**config.mk**
```make
export PLATFORM = sky130hd
export DESIGN_NAME = data_watchpoint_unit
export DESIGN_NICKNAME = d
export VERILOG_FILES = /design/src/rtl/core/dwu_pkg.sv /design/src/rtl/core/dwu_ctrl.sv /design/src/rtl/core/dwu_dpath.sv /design/src/rtl/core/data_watchpoint_unit.sv
export VERILOG_INCLUDE_DIRS = /design/src /design/src/rtl/core
export SDC_FILE = /design/constraint.sdc
export NUM_CORES = 1
export LEC_CHECK = 0
export BUFFER_PORTS_ARGS = -buffer_cell sky130_fd_sc_hd__buf_2
export CORE_MARGIN = 3
export CORE_UTILIZATION = 55
export CTS_BUF_LIST = sky130_fd_sc_hd__clkbuf_4
export DETAILED_ROUTE_END_ITERATION = 7
export PLACE_DENSITY = 0.72
export SYNTH_ARGS = -nofsm -noshare
export SYNTH_HDL_FRONTEND = slang
export SYNTH_SLANG_ARGS = --single-unit
```
**constraint.sdc**
```tcl
create_clock -name clk -period 13.1 [get_ports clk]
set_input_delay 0.655 -clock clk [delete_from_list [all_inputs] [get_ports clk]]
set_output_delay 0.655 -clock clk [all_outputs]
set_load 0.01 [all_outputs]
```
**src/rtl/core/data_watchpoint_unit_assert.svh**
```systemverilog
// assertion macros for the data watchpoint unit
`ifndef DATA_WATCHPOINT_UNIT_ASSERT_SVH
`define DATA_WATCHPOINT_UNIT_ASSERT_SVH

// same-cycle implication, disabled while reset is asserted
`define DWU_ASSERT_IMP(label, clk, rst_n, ante, cons) \
  label: assert property (@(posedge clk) disable iff (!rst_n) (ante) |-> (cons)) \
    else $error("watchpoint unit check failed");

// next-cycle implication, disabled while reset is asserted
`define DWU_ASSERT_NXT(label, clk, rst_n, ante, cons) \
  label: assert property (@(posedge clk) disable iff (!rst_n) (ante) |=> (cons)) \
    else $error("watchpoint unit check failed");

`endif

```
**src/rtl/core/dwu_pkg.sv**
```systemverilog
// ----------------------------------------------------------------------------
// dwu_pkg
// shared constants, codes and the controller command type
// ----------------------------------------------------------------------------
`default_nettype none

package dwu_pkg;

  localparam int ENTRIES    = 8;
  localparam int ADDR_WIDTH = 16;

  // field widths fixed by the port list
  localparam int PORT_AW = 16;
  localparam int LEN_W   = 16;
  localparam int FLG_W   = 4;

  // stored address width, addresses taken modulo 2^ADDR_WIDTH
  localparam int AW    = (ADDR_WIDTH < PORT_AW) ? ADDR_WIDTH : PORT_AW;
  localparam int IDX_W = (ENTRIES > 1) ? $clog2(ENTRIES) : 1;

  // flag bit positions
  localparam int FLG_READ   = 0;
  localparam int FLG_WRITE  = 1;
  localparam int FLG_BREAK  = 2;
  localparam int FLG_SIGNAL = 3;

  typedef enum logic [1:0] {
    OP_INSERT = 2'd0,
    OP_REMOVE = 2'd1,
    OP_READ   = 2'd2,
    OP_WRITE  = 2'd3
  } op_t;

  typedef struct packed {
    logic             load;
    logic             scan;
    logic             apply;
    logic [IDX_W-1:0] idx;
  } dwu_cmd_t;

endpackage

`default_nettype wire

```
**src/rtl/core/dwu_ctrl.sv**
```systemverilog
// ----------------------------------------------------------------------------
// dwu_ctrl
// sequencer: load a beat, scan the table one entry a cycle, then apply
// ----------------------------------------------------------------------------
`default_nettype none

module dwu_ctrl
  import dwu_pkg::*;
(
  input  wire logic     clk,
  input  wire logic     rst_n,
  input  wire logic     start,
  output logic          busy,
  output dwu_cmd_t      cmd
);

  typedef enum logic [1:0] {
    ST_IDLE,
    ST_SCAN,
    ST_APPLY
  } state_t;

  state_t           state_r;
  logic [IDX_W-1:0] idx_r;

  localparam logic [IDX_W-1:0] LAST_IDX = IDX_W'(ENTRIES - 1);

  always_ff @(posedge clk) begin
    if (!rst_n) begin
      state_r <= ST_IDLE;
      idx_r   <= '0;
    end else begin
      unique case (state_r)
        ST_IDLE: begin
          idx_r <= '0;
          if (start) begin
            state_r <= ST_SCAN;
          end
        end
        ST_SCAN: begin
          if (idx_r == LAST_IDX) begin
            state_r <= ST_APPLY;
          end else begin
            idx_r <= idx_r + IDX_W'(1);
          end
        end
        ST_APPLY: begin
          state_r <= ST_IDLE;
        end
        default: begin
          state_r <= ST_IDLE;
        end
      endcase
    end
  end

  assign busy      = (state_r != ST_IDLE);
  assign cmd.load  = (state_r == ST_IDLE) && start;
  assign cmd.scan  = (state_r == ST_SCAN);
  assign cmd.apply = (state_r == ST_APPLY);
  assign cmd.idx   = idx_r;

endmodule

`default_nettype wire

```
**src/rtl/core/dwu_dpath.sv**
```systemverilog
// ----------------------------------------------------------------------------
// dwu_dpath
// watchpoint table, per-entry scan compare and result registers
// ----------------------------------------------------------------------------
`default_nettype none

module dwu_dpath
  import dwu_pkg::*;
(
  input  wire logic               clk,
  input  wire logic               rst_n,
  input  wire dwu_cmd_t           cmd,
  input  wire logic [1:0]         in_operation,
  input  wire logic [PORT_AW-1:0] in_address,
  input  wire logic [LEN_W-1:0]   in_length,
  input  wire logic [FLG_W-1:0]   in_flags,
  output logic                    out_strobe,
  output logic                    out_hit,
  output logic [PORT_AW-1:0]      out_matched_start,
  output logic                    out_break_request,
  output logic                    out_signal_raise,
  output logic                    out_event_kind,
  output logic                    out_status
);

  // captured beat
  op_t              op_r;
  logic [AW-1:0]    addr_r;
  logic [LEN_W-1:0] len_r;
  logic [FLG_W-1:0] flags_r;

  // table
  logic             ent_valid_r [ENTRIES];
  logic [AW-1:0]    ent_start_r [ENTRIES];
  logic [LEN_W-1:0] ent_len_r   [ENTRIES];
  logic [FLG_W-1:0] ent_flg_r   [ENTRIES];

  // scan results
  logic             found_r;
  logic [IDX_W-1:0] found_idx_r;
  logic [FLG_W-1:0] found_flags_r;
  logic             free_found_r;
  logic [IDX_W-1:0] free_idx_r;
  logic             best_found_r;
  logic [AW-1:0]    best_start_r;
  logic [FLG_W-1:0] best_flags_r;

  // result registers
  logic               strobe_r;
  logic               hit_r;
  logic [PORT_AW-1:0] mstart_r;
  logic               brk_r;
  logic               sig_r;
  logic               kind_r;
  logic               status_r;

  // entry under scan
  logic             rd_valid;
  logic [AW-1:0]    rd_start;
  logic [LEN_W-1:0] rd_len;
  logic [FLG_W-1:0] rd_flg;
  logic [AW-1:0]    rd_diff;
  logic             rd_need;
  logic             rd_in_range;
  logic             rd_match;
  logic             is_access;
  logic [FLG_W-1:0] rm_flags;
  logic [FLG_W-1:0] or_flags;

  always_comb begin
    rd_valid    = ent_valid_r[cmd.idx];
    rd_start    = ent_start_r[cmd.idx];
    rd_len      = ent_len_r[cmd.idx];
    rd_flg      = ent_flg_r[cmd.idx];
    rd_diff     = addr_r - rd_start;
    rd_need     = (op_r == OP_WRITE) ? rd_flg[FLG_WRITE] : rd_flg[FLG_READ];
    // no wrap: address at or above start and offset below length
    rd_in_range = (addr_r >= rd_start) && (LEN_W'(rd_diff) < rd_len);
    rd_match    = rd_valid && rd_need && rd_in_range;
    is_access   = (op_r == OP_READ) || (op_r == OP_WRITE);
    rm_flags    = found_flags_r & ~flags_r;
    or_flags    = found_flags_r | flags_r;
  end

  // control state: scan bookkeeping, valid bits, strobe
  always_ff @(posedge clk) begin
    if (!rst_n) begin
      found_r      <= 1'b0;
      free_found_r <= 1'b0;
      best_found_r <= 1'b0;
      strobe_r     <= 1'b0;
      for (int i = 0; i < ENTRIES; i++) begin
        ent_valid_r[i] <= 1'b0;
      end
    end else begin
      strobe_r <= cmd.apply;
      if (cmd.load) begin
        found_r      <= 1'b0;
        free_found_r <= 1'b0;
        best_found_r <= 1'b0;
      end
      if (cmd.scan) begin
        if (rd_valid && (rd_start == addr_r)) begin
          found_r <= 1'b1;
        end
        if (!rd_valid && !free_found_r) begin
          free_found_r <= 1'b1;
        end
        if (rd_match && (!best_found_r || (rd_start < best_start_r))) begin
          best_found_r <= 1'b1;
        end
      end
      if (cmd.apply) begin
        if ((op_r == OP_INSERT) && !found_r && free_found_r) begin
          ent_valid_r[free_idx_r] <= 1'b1;
        end
        if ((op_r == OP_REMOVE) && found_r &&
            !rm_flags[FLG_READ] && !rm_flags[FLG_WRITE]) begin
          ent_valid_r[found_idx_r] <= 1'b0;
        end
      end
    end
  end

  // payload: beat capture, table contents, scan captures, results
  always_ff @(posedge clk) begin
    if (cmd.load) begin
      op_r    <= op_t'(in_operation);
      addr_r  <= in_address[AW-1:0];
      len_r   <= in_length;
      flags_r <= in_flags;
    end
    if (cmd.scan) begin
      if (rd_valid && (rd_start == addr_r)) begin
        found_idx_r   <= cmd.idx;
        found_flags_r <= rd_flg;
      end
      if (!rd_valid && !free_found_r) begin
        free_idx_r <= cmd.idx;
      end
      if (rd_match && (!best_found_r || (rd_start < best_start_r))) begin
        best_start_r <= rd_start;
        best_flags_r <= rd_flg;
      end
    end
    if (cmd.apply) begin
      if (op_r == OP_INSERT) begin
        if (found_r) begin
          ent_flg_r[found_idx_r] <= or_flags;
        end else if (free_found_r) begin
          ent_start_r[free_idx_r] <= addr_r;
          ent_len_r[free_idx_r]   <= len_r;
          ent_flg_r[free_idx_r]   <= flags_r;
        end
      end
      if ((op_r == OP_REMOVE) && found_r) begin
        ent_flg_r[found_idx_r] <= rm_flags;
      end
      hit_r    <= is_access && best_found_r;
      mstart_r <= (is_access && best_found_r) ? PORT_AW'(best_start_r) : '0;
      brk_r    <= is_access && best_found_r && best_flags_r[FLG_BREAK];
      sig_r    <= is_access && best_found_r && best_flags_r[FLG_SIGNAL];
      kind_r   <= best_found_r && (op_r == OP_WRITE);
      status_r <= (op_r == OP_INSERT) && !found_r && !free_found_r;
    end
  end

  assign out_strobe        = strobe_r;
  assign out_hit           = hit_r;
  assign out_matched_start = mstart_r;
  assign out_break_request = brk_r;
  assign out_signal_raise  = sig_r;
  assign out_event_kind    = kind_r;
  assign out_status        = status_r;

endmodule

`default_nettype wire

```
**src/rtl/core/data_watchpoint_unit.sv**
```systemverilog
// ----------------------------------------------------------------------------
// data_watchpoint_unit
// data watchpoint table with insert, remove and lowest-start access matching
// ----------------------------------------------------------------------------
//
// channel   | handshake             | payload
// ----------+-----------------------+------------------------------------------
// input     | start && !busy        | in_operation, in_address, in_length,
//           |                       | in_flags
// result    | out_strobe, one cycle | out_hit, out_matched_start,
//           |                       | out_break_request, out_signal_raise,
//           |                       | out_event_kind, out_status
//
// - a beat passes through an accept cycle, a scan that compares one table
//   entry per cycle through the single scan read port, and an update cycle;
//   the result shows the cycle after the update
// - busy drops as the result appears, so the next beat is taken in that cycle
// - rst_n is synchronous active low and clears every valid bit at once;
//   entry contents are unknown until written and only read while valid
// - the receiver cannot stall: each result stands for exactly one cycle
//
`default_nettype none

`include "data_watchpoint_unit_assert.svh"

module data_watchpoint_unit
  import dwu_pkg::*;
(
  input  wire logic               clk,
  input  wire logic               rst_n,
  // input beat
  input  wire logic               start,
  output logic                    busy,
  input  wire logic [1:0]         in_operation,
  input  wire logic [PORT_AW-1:0] in_address,
  input  wire logic [LEN_W-1:0]   in_length,
  input  wire logic [FLG_W-1:0]   in_flags,
  // result beat
  output logic                    out_strobe,
  output logic                    out_hit,
  output logic [PORT_AW-1:0]      out_matched_start,
  output logic                    out_break_request,
  output logic                    out_signal_raise,
  output logic                    out_event_kind,
  output logic                    out_status
);

  // sequencer to datapath commands
  dwu_cmd_t cmd;

  // controller: idle, scan over entries, apply
  dwu_ctrl u_ctrl (
    .clk   (clk),
    .rst_n (rst_n),
    .start (start),
    .busy  (busy),
    .cmd   (cmd)
  );

  // table and compare datapath
  dwu_dpath u_dpath (
    .clk               (clk),
    .rst_n             (rst_n),
    .cmd               (cmd),
    .in_operation      (in_operation),
    .in_address        (in_address),
    .in_length         (in_length),
    .in_flags          (in_flags),
    .out_strobe        (out_strobe),
    .out_hit           (out_hit),
    .out_matched_start (out_matched_start),
    .out_break_request (out_break_request),
    .out_signal_raise  (out_signal_raise),
    .out_event_kind    (out_event_kind),
    .out_status        (out_status)
  );

  // an accepted beat keeps the unit busy for the scan
  `DWU_ASSERT_NXT(a_accept_busy, clk, rst_n, start && !busy, busy)
  // a result only shows once the sequencer is back to idle
  `DWU_ASSERT_IMP(a_strobe_idle, clk, rst_n, out_strobe, !busy)
  // a hit never comes with a dropped insert
  `DWU_ASSERT_IMP(a_hit_status, clk, rst_n, out_strobe && out_hit, !out_status)
  // without a hit the match fields are all zero
  `DWU_ASSERT_IMP(a_miss_zero, clk, rst_n, out_strobe && !out_hit,
    (out_matched_start == '0) && !out_break_request && !out_signal_raise &&
    !out_event_kind)

endmodule

`default_nettype wire
```
==> metrics.txt, run 1 <==
Nets approximately 1.1k; Post-CTS Hold Buffers 0; Skew-Pair Late Insertion Delay roughly 0.72 ns; Worst Path Arrival just under 6 ns; status finished, final reports clean; Power, Total around 2.5 mW; WL/cell ~21 um; Starting Density 0.560; MaxCap Viol Count 0; number of synthesis warnings 0; clock share of power 0.384; asr flop ratio synth 0; dpl hpwl ~18,000 um; vias in the first global route ~8.6k; core area 28,900 sq um; Leakage roughly 6.2 nW; Req. time, crit path ~13 ns; worst slew pin tran around 0.99 ns; Power Density approximately 140 nW/um^2; Die Y between 150 and 200 um; EDFF count, synth about 380; hold_sp in_flags[3]; clk sink count about 400; post-synth top area share 0.696; Cells after DPL ~1.3k; post-synthesis compound-gate area fraction 0.0387; initial drt markers 664; cts repair resizes 0; die area 31,500 sq um; RSZ-0062 raised after global routing false; final setup vio count 0; critical path class flip-flop to flip-flop; fin crit share 0.427; Post-Synth Adder-Cell Area 0.0384; wire length of the first global-routing pass 48,200 um; Post-Synth Simple-Gate Area 0.0455; uppermost layer routed met4; Reg power frac 0.573; Cell Rows slightly above 60; Post-Syn Area per Cell around 19 sq um; combinational share of power 0.043; xor and xnor area share after synthesis 0.00650; CP endpoint kind flip-flop; Area contributors post-synth edfxtp_1 (70%), mux4_2 (10%), ha_1 (3.7%); gpl congestion roughly 0.91; clk buf depth 3; number of routed nets with antenna violations 0; r2r setup slk approximately 7.5 ns; CTS clk-pin slew, worst paths ~0.070 ns; largest family of logic cells by synthesized area multiplexers; Synth area leader edfxtp_1; cell area after synthesis between 15,000 and 20,000 sq um; hold violation count in the final report 0; fin cells between 1k and 1.5k; Layout area overhead 12.1%; DRC 0; share of cells above drive strength 1 0.298; final hold slack 0.108 ns; crit start category flip-flop; Post-Syn Instances 870; met1 WL between 10,000 and 15,000 um; Switching Fraction 0.217; Hold Crit Class primary input to flip-flop; min Tclk post-route 5.59 ns; wirelength, routed 31,300 um; WL met3 ~2000 um; H-tree depth 3; Most used DFF post-synth edfxtp_1; Die Wd 177 um; Slew HR 0.341; largest net degree at the start of global routing 47; TritonCTS buffer count 96; Synth cell types 57; Final Max Slew Viols 0; postcts setup bufs 0; met2 wire length about 15,000 um; Port Buffers 63; io pins 64; setup_tns 0 ns; Clock Skew 0.0560 ns; post-synthesis mux area share 0.132; Root Driver clkbuf_4; Via Count roughly 8.4k; #FFs+latches synth about 400; maximum VDD drop about 0.000086 V; Synthesized Nets 960; fmax between 150 and 200 MHz; initial antenna violation count 1; global route overflow 0; register area share after synthesis 0.721; Initial DRT Pass Iterations 5; GRT Overall Usage 0.205; Power Internal 1.93 mW; switching power around 0.53 mW; Max FO, Critical Path 40; CTS tree yes; DR vias/cell between 5 and 6
power groups by stage:
stage	Combinational, mW	Sequential, mW	Clock [mW]
after global placement	0.105	1.44	0
after floorplan	0.0829	1.42	0
after global routing	0.118	1.41	1.04
after detailed placement	0.106	1.44	0
after CTS	0.107	1.41	0.974
final	0.106	1.41	0.945
critical path, stage by stage, from the launching register on:
cell and delay (ns):
dfxtp_4 0.80, buf_4 0.75, mux4_2 0.60, mux2i_1 0.21, ha_1 0.26, o211ai_1 0.11
a21boi_0 0.30, nor2_1 0.13, xnor2_1 0.15, ha_1 0.31, a21o_1 0.18, a21o_1 0.18
a221o_1 0.37, o21ai_0 0.30, nand3_2 0.14, nor2_1 0.14, buf_4 0.28
kinds of logic after synthesis:
family / count (synthesis)
xor+xnor: 12
compound gates: 95
buf+inv: 70
fa+ha+maj: 49
flops: 395
simple gates: 132
mux: 117
cells in the mapped netlist, types with 6 or more instances:
| cell | n |
|---|---|
| a21o_1 | 13 |
| a21oi_1 | 23 |
| and3_1 | 22 |
| buf_2 | 11 |
| clkbuf_1 | 12 |
| dfxtp_1 | 20 |
| edfxtp_1 | 375 |
| ha_1 | 48 |
| inv_1 | 42 |
| mux2_2 | 8 |
| mux2i_1 | 34 |
| mux4_2 | 73 |
| nand2_1 | 17 |
| nand2b_1 | 6 |
| nand3_1 | 8 |
| nand4_1 | 12 |
| nor2_1 | 25 |
| nor2b_1 | 12 |
| nor3_1 | 11 |
| o21a_1 | 6 |
| o21ai_0 | 16 |
| xnor2_1 | 7 |
through the flow:
| stage | utilization | setup WS [ns] | instance area, sq um |
|---|---|---|---|
| final | 0.628 | 7.51 | 18100 |
| after global placement | 0.588 | 7.62 | 17000 |
| after global routing | 0.628 | 7.05 | 18100 |
| after detailed placement | 0.588 | 7.45 | 17000 |
| after floorplan | - | 7.99 | 16200 |
| after CTS | 0.628 | 7.39 | 18100 |
registers in the layout (all words and copies together) (netlist names), 3 cells and up, named ones only:
name / count
u_dpath.free_idx_r: 3
u_dpath.out_matched_start: 16
u_dpath.found_idx_r: 3
u_dpath.found_flags_r: 4
u_dpath.addr_r: 16
u_dpath.ent_valid_r: 8
u_dpath.ent_len_r: 128
u_dpath.ent_start_r: 128
u_dpath.ent_flg_r: 32
u_dpath.best_start_r: 16
u_dpath.flags_r: 4
u_ctrl.idx_r: 3
u_dpath.len_r: 16
layout by cell type (no fill, tap or decap), types with 3 or more instances in the layout:
cell type     n
o21ai_0      16
nand2_1      17
nand2b_1      6
a22oi_1       3
clkinvlp_4    3
nor3_2        4
a22o_1        4
nor2_1       22
o31ai_1       3
buf_4        12
inv_1        41
a31oi_1       5
xnor2_1       7
a211oi_1      3
clkinv_1     17
buf_2        63
clkbuf_4    140
o21a_1        6
dfxtp_1      17
nand3_1       8
nand4_1      12
and3_1       22
xor2_1        5
edfxtp_1    375
nor2b_1      12
o211ai_1      3
nor2_4        3
a21o_1       13
nor4_2        3
mux2_2        8
ha_1         48
a21oi_1      23
mux4_2       73
diode_2       3
mux2i_1      34
a21boi_0      3
nor3_1        7
routing by layer:
metal,track usage,up-vias
met2,0.317,284
met4,0.0795,0
met5,0,-
li1,-,3864
met3,0.0473,58
met1,0.287,4225
worst paths after layout:
| kind | cells past startpoint | end |
|---|---|---|
| setup / recovery | 16 | u_dpath.best_start_r[4]$_DFFE_PP_ |
| hold / removal | 1 | u_dpath.flags_r[3]$_DFFE_PP_ |
| setup reg to reg | 16 | u_dpath.best_start_r[4]$_DFFE_PP_ |
| hold reg to reg | 0 | u_dpath.found_idx_r[1]$_DFFE_PP_ |
layout make-up:
class | instances | area [sq um]
flip-flops and latches | 395 | 11700
clock buffers | 140 | 1050
repair buffers | 75 | 405
multi-input cells | 405 | 4260
fillers | 2117 | 10700
diodes | 3 | 7.51
inverters | 42 | 158
well taps | 384 | 480
clock inverters | 23 | 100
Power figures use the tool's default switching activity.
==> run 2: changes to the inputs <==
==> constraint.sdc (replaced) <==
create_clock -name clk -period 5.5 [get_ports clk]
set_input_delay 0.275 -clock clk [delete_from_list [all_inputs] [get_ports clk]]
set_output_delay 0.275 -clock clk [all_outputs]
set_load 0.01 [all_outputs]
==> run 2 against run 1 <==
Against the previous run: first-iteration DRC count decreased by 10%; clock power increased by 140%; critical path depth rose by 1; via count is 2.1% higher; hold slack improved by 0.14 ns; flip-flop and latch count did not move; wire length up 1.1%; non-clock buffer count grew 45; core utilization rose by 1.6 points; setup slack lost 6.9 ns; total power up 140%; count of clock-buffer cells in the layout fell by 13; critical endpoint is now u_dpath.best_start_r[9]$_DFFE_PP_.
==> metrics.txt, run 2 (same netlist as run 1, synthesis figures left out) <==
status finished, final reports clean; fmax between 200 and 250 MHz; commonest non-fill, non-tap cell in the layout edfxtp_1; Final Max Slew Viols 0; clk buf depth 3; largest registers u_dpath.ent_len_r: 128 flops, u_dpath.ent_start_r: 128 flops, u_dpath.ent_flg_r: 32 flops; dpl hpwl about 19,000 um; H-tree depth 3; hold violation count in the final report 0; MaxCap Viol Count 0; worst path cell trace buf_4 > mux2i_1 > inv_1 > ha_1 > fa_1 > nand2b_1 > a21oi_1 > a21o_1 > a21oi_1 > xnor2_1 > ha_1 > a21o_1 > a221o_1 > o21ai_0 > nand3_2 > nor2_1 > buf_4; Crit path buffers/inverters 3; wirelength, routed 31,700 um; Worst Path Arrival 5.31 ns; Cell Rows 62; WL/cell 21.0 um; initial drt markers between 500 and 600; fillers 2,046; Skew-Pair Late Insertion Delay about 0.74 ns; share of cells above drive strength 1 0.282; Root Driver clkbuf_4; vias in the first global route 8,858; crit path max-delay cell type dfxtp_4; critical path class flip-flop to flip-flop; CP endpoint kind flip-flop; Port Buffers 63; CTS tree yes; RSZ-0062 raised after global routing false; gpl congestion around 0.84; Cells after DPL roughly 1.3k; global route overflow 0; wire length of the first global-routing pass between 40,000 and 50,000 um; fin cells about 1.5k; GRT Overall Usage 0.208; crit start category flip-flop; Starting Density 0.560; Worst path top cell family by delay compound AO/OA/AOI/OAI gates; Initial DRT Pass Iterations 5; Hold Crit Class primary input to flip-flop; core area a little under 30,000 sq um; DR vias/cell about 5.7; die area between 30,000 and 40,000 sq um; fin crit share 0.894; Die Wd between 150 and 200 um; io pins 64; CTS clk-pin slew, worst paths roughly 0.070 ns; Nets between 1k and 1.5k; min Tclk post-route just under 5 ns; initial antenna violation count 2; Clock Skew between 0.05 and 0.06 ns; Max FO, Critical Path 25; final setup vio count 0; setup_tns 0 ns; Req. time, crit path roughly 5.9 ns; Slew HR 0.300; Layout area overhead 15.0%; DRC 0; Leakage roughly 6.4 nW; TritonCTS buffer count 97; Power Density between 300 and 400 nW/um^2; Die Y approximately 180 um; crit-path max cell delay roughly 0.67 ns; Via Count ~8.6k; commonest cells after routing, fill and taps aside edfxtp_1 (375), clkbuf_4 (127), mux4_2 (73); worst slew pin tran roughly 1.0 ns; maximum VDD drop roughly 0.00020 V; clk sink count between 300 and 400; largest net degree at the start of global routing 57; number of routed nets with antenna violations 0
## run 2: cell count changes in the layout (fill, tap and decap cells not counted), sizes merged
| cell | delta |
|---|---|
| inv | +2 |
| clkbuf | -13 |
| dlygate4sd3 | +41 |
| buf | +4 |
| clkinv | +8 |
| bufinv | +3 |
| clkinvlp | -3 |
## run 2: cell type report
type | count | area [sq um] | share of cell area
Tap cell | 384 | 480 | 0.0258
Clock buffer | 127 | 953 | 0.0512
Timing Repair Buffer | 120 | 858 | 0.0461
Inverter | 42 | 158 | 0.00847
Multi-Input combinational cell | 405 | 4260 | 0.229
Sequential cell | 395 | 11700 | 0.627
Antenna cell | 3 | 7.51 | 0.000403
Clock inverter | 33 | 215 | 0.0116
## run 2: final timing paths
kind	cells after the start	end	slack, ns	from
max	17	u_dpath.best_start_r[9]$_DFFE_PP_	0.58	flip-flop
min	2	u_dpath.len_r[15]$_DFFE_PP_	0.24	in_length[15]
max reg2reg	17	u_dpath.best_start_r[9]$_DFFE_PP_	0.58	flip-flop
min reg2reg	0	u_dpath.found_idx_r[2]$_DFFE_PP_	0.52	u_ctrl.idx_r[2]$_SDFFE_PN0N_
## run 2: power by group
group	internal [mW]	switching [mW]	total, mW
Sequential	3.31	0.0443	3.35
Clock	1.21	1.09	2.30
Combinational	0.141	0.140	0.280
## run 2: layer usage
metal | GRT usage | part of all wire | vias to the layer above
met5 | 0 | 0 | -
met2 | 0.335 | 0.49 | 299
met1 | 0.286 | 0.43 | 4306
li1 | - | - | 3954
met3 | 0.0477 | 0.065 | 47
met4 | 0.0690 | 0.018 | 0
## run 2: what timing repair did
item / CTS / global route
setup buffers: 0 / 0
resized for setup: 0 / 0
hold buffers: 41 / 0
hold endpoints to repair: 57 / 0
## run 2: through the flow
step	total power, mW	instance area (sq um)	utilization	setup slack, ns	hold WS [ns]
floorplan	3.59	16200	-	0.385	0.374
global placement	3.67	17000	0.590	0.702	0.451
detailed placement	3.67	17000	0.590	0.605	0.453
CTS	6.01	18600	0.644	0.548	0.181
global route	6.21	18600	0.645	0.163	0.184
finish	5.93	18600	0.645	0.581	0.244
==> run 3: changes to the inputs <==
--- a/config.mk
+++ b/config.mk
@@ -7,11 +7,11 @@
 export NUM_CORES = 1
 export LEC_CHECK = 0
 export BUFFER_PORTS_ARGS = -buffer_cell sky130_fd_sc_hd__buf_2
-export CORE_MARGIN = 3
+export CORE_MARGIN = 2
 export CORE_UTILIZATION = 55
 export CTS_BUF_LIST = sky130_fd_sc_hd__clkbuf_4
 export DETAILED_ROUTE_END_ITERATION = 7
-export PLACE_DENSITY = 0.72
+export PLACE_DENSITY_LB_ADDON = 0.1
 export SYNTH_ARGS = -nofsm -noshare
 export SYNTH_HDL_FRONTEND = slang
 export SYNTH_SLANG_ARGS = --single-unit
==> run 3 against run 2 <==
Against the previous run: highest routed layer unchanged; global-route usage grew 1.7 points; setup slack got worse by 0.073 ns; die area shrank 2.2%; critical path depth is the same; cell count is 0.93% higher; first-iteration DRC count grew 3.4%; combinational power increased by 2%.
==> metrics.txt, run 3 (same netlist as run 1, synthesis figures left out) <==
status finished, final reports clean; clk sink count between 300 and 400; Worst Hold Path EP u_dpath.len_r[7]$_DFFE_PP_; FF-to-FF path depth 17; CTS clk-pin slew, worst paths 0.07 ns; initial antenna violation count 1; MaxCap Viol Count 0; Post-CTS Hold Buffers just over 40; setup_tns 0 ns; r2r setup slk between 0.5 and 0.6 ns; worst slew pin tran 1.19 ns; Root Driver clkbuf_4; critical path class flip-flop to flip-flop; Reg power frac 0.551; GRT Overall Usage 0.225; CP endpoint kind flip-flop; core area roughly 29,000 sq um; commonest non-fill, non-tap cell in the layout edfxtp_1; combinational share of power 0.047; vias in the first global route slightly above 9k; global route overflow 0; Req. time, crit path 5.89 ns; Cell Rows between 60 and 70; commonest cells after routing, fill and taps aside edfxtp_1 (375), clkbuf_4 (154), mux4_2 (73); post-route setup slack 0.508 ns; dpl hpwl roughly 20,000 um; Final Max Slew Viols 0; Clock Skew 0.0573 ns; Hold Crit Class primary input to flip-flop; Power Internal about 4.8 mW; fmax around 200 MHz; clock share of power 0.402; largest registers u_dpath.ent_len_r: 128 flops, u_dpath.ent_start_r: 128 flops, u_dpath.ent_flg_r: 32 flops; cts repair resizes 0; Via Count slightly below 9k; Worst Path Arrival 5.38 ns; RSZ-0062 raised after global routing false; reg-to-reg endpoint u_dpath.best_start_r[11]$_DFFE_PP_; Starting Density 0.560; hold violation count in the final report 0; maximum VDD drop 0.000230 V; WL/cell roughly 22 um; Skew-Pair Late Insertion Delay 0.75 ns; wire length of the first global-routing pass roughly 50,000 um; Die Y roughly 180 um; crit start category flip-flop; hold_sp in_length[7]; H-tree depth 3; gpl congestion 0.838; Layout area overhead 15.8%; CTS tree yes; hold path depth 2; post-layout util 0.649; final setup vio count 0; clk buf depth 3; min Tclk post-route ~5 ns; switching power 1.31 mW; Leakage 6.49 nW; Initial DRT Pass Iterations 5; share of cells above drive strength 1 0.301; Switching Fraction 0.216; Slew HR 0.205; fin crit share 0.908; Port Buffers between 60 and 70; wirelength, routed 33,400 um; die area 30,800 sq um; initial drt markers approximately 620; Nets between 1k and 1.5k; dpl ws about 0.48 ns; Max FO, Critical Path 29; Power Density approximately 330 nW/um^2; io pins 64; DRC 0; Die Wd between 150 and 200 um; postcts setup bufs 0; TritonCTS buffer count 100; DR vias/cell around 5.7; largest net degree at the start of global routing 39; number of routed nets with antenna violations 0
[run 3: cell types whose count changed in the layout (fill, tap and decap cells not counted), sizes merged]
cell	delta
clkinvlp	+1
inv	+2
clkinv	-13
clkbuf	+27
bufinv	-2
buf	+1
diode	-2
[run 3: power groups by stage]
stage	sequential [mW]	combinational (mW)	clock [mW]
after floorplan	3.39	0.198	0
after global placement	3.41	0.258	0
after detailed placement	3.42	0.262	0
after CTS	3.35	0.287	2.52
after global routing	3.36	0.316	2.68
final	3.35	0.285	2.45
[run 3: worst max-delay path by stage]
stage | to | depth (start not counted)
finish | u_dpath.best_start_r[11]$_DFFE_PP_ | 17
global route | u_dpath.best_start_r[9]$_DFFE_PP_ | 17
CTS | u_dpath.best_start_r[13]$_DFFE_PP_ | 17
detailed placement | u_dpath.best_start_r[13]$_DFFE_PP_ | 17
global placement | u_dpath.best_start_r[12]$_DFFE_PP_ | 17
floorplan | u_dpath.best_flags_r[2]$_DFFE_PP_ | 18
[run 3: area by class of cell]
type	instances	area [sq um]
antenna	1	2.50
clock buffer	154	1160
clock inverter	21	131
fill	2092	10100
inverter	42	158
multi-input combinational	405	4260
sequential	395	11700
tap	384	480
timing repair buffer	121	866
[run 3: layer usage]
| layer | share of wire | track usage |
|---|---|---|
| met5 | 0 | 0 |
| met4 | 0.022 | 0.0826 |
| met3 | 0.052 | 0.0461 |
| met2 | 0.49 | 0.366 |
| met1 | 0.44 | 0.305 |
[run 3: worst max-delay path: stages (launching register included)]
cell and delay [ns]:
dfxtp_4 0.73, buf_12 0.29, mux2i_1 0.31, inv_1 0.14, ha_1 0.26, fa_1 0.45, nand2b_1 0.18, a21oi_1 0.21
a21o_1 0.16, a21oi_1 0.07, xnor2_1 0.14, ha_1 0.31, a21o_1 0.16, a221o_1 0.34, o21ai_0 0.32, nand3_2 0.14
nor2_1 0.13, buf_4 0.27
[run 3: through the flow]
stage                     power, mW  instance area (sq um)  hold WS (ns)  cells
after floorplan                3.59                  16200         0.374    870
after global placement         3.67                  17000         0.451   1306
after detailed placement       3.68                  17000         0.453   1306
after CTS                      6.16                  18700         0.166   1522
after global routing           6.36                  18700         0.179   1523
final                          6.09                  18700         0.246   1523
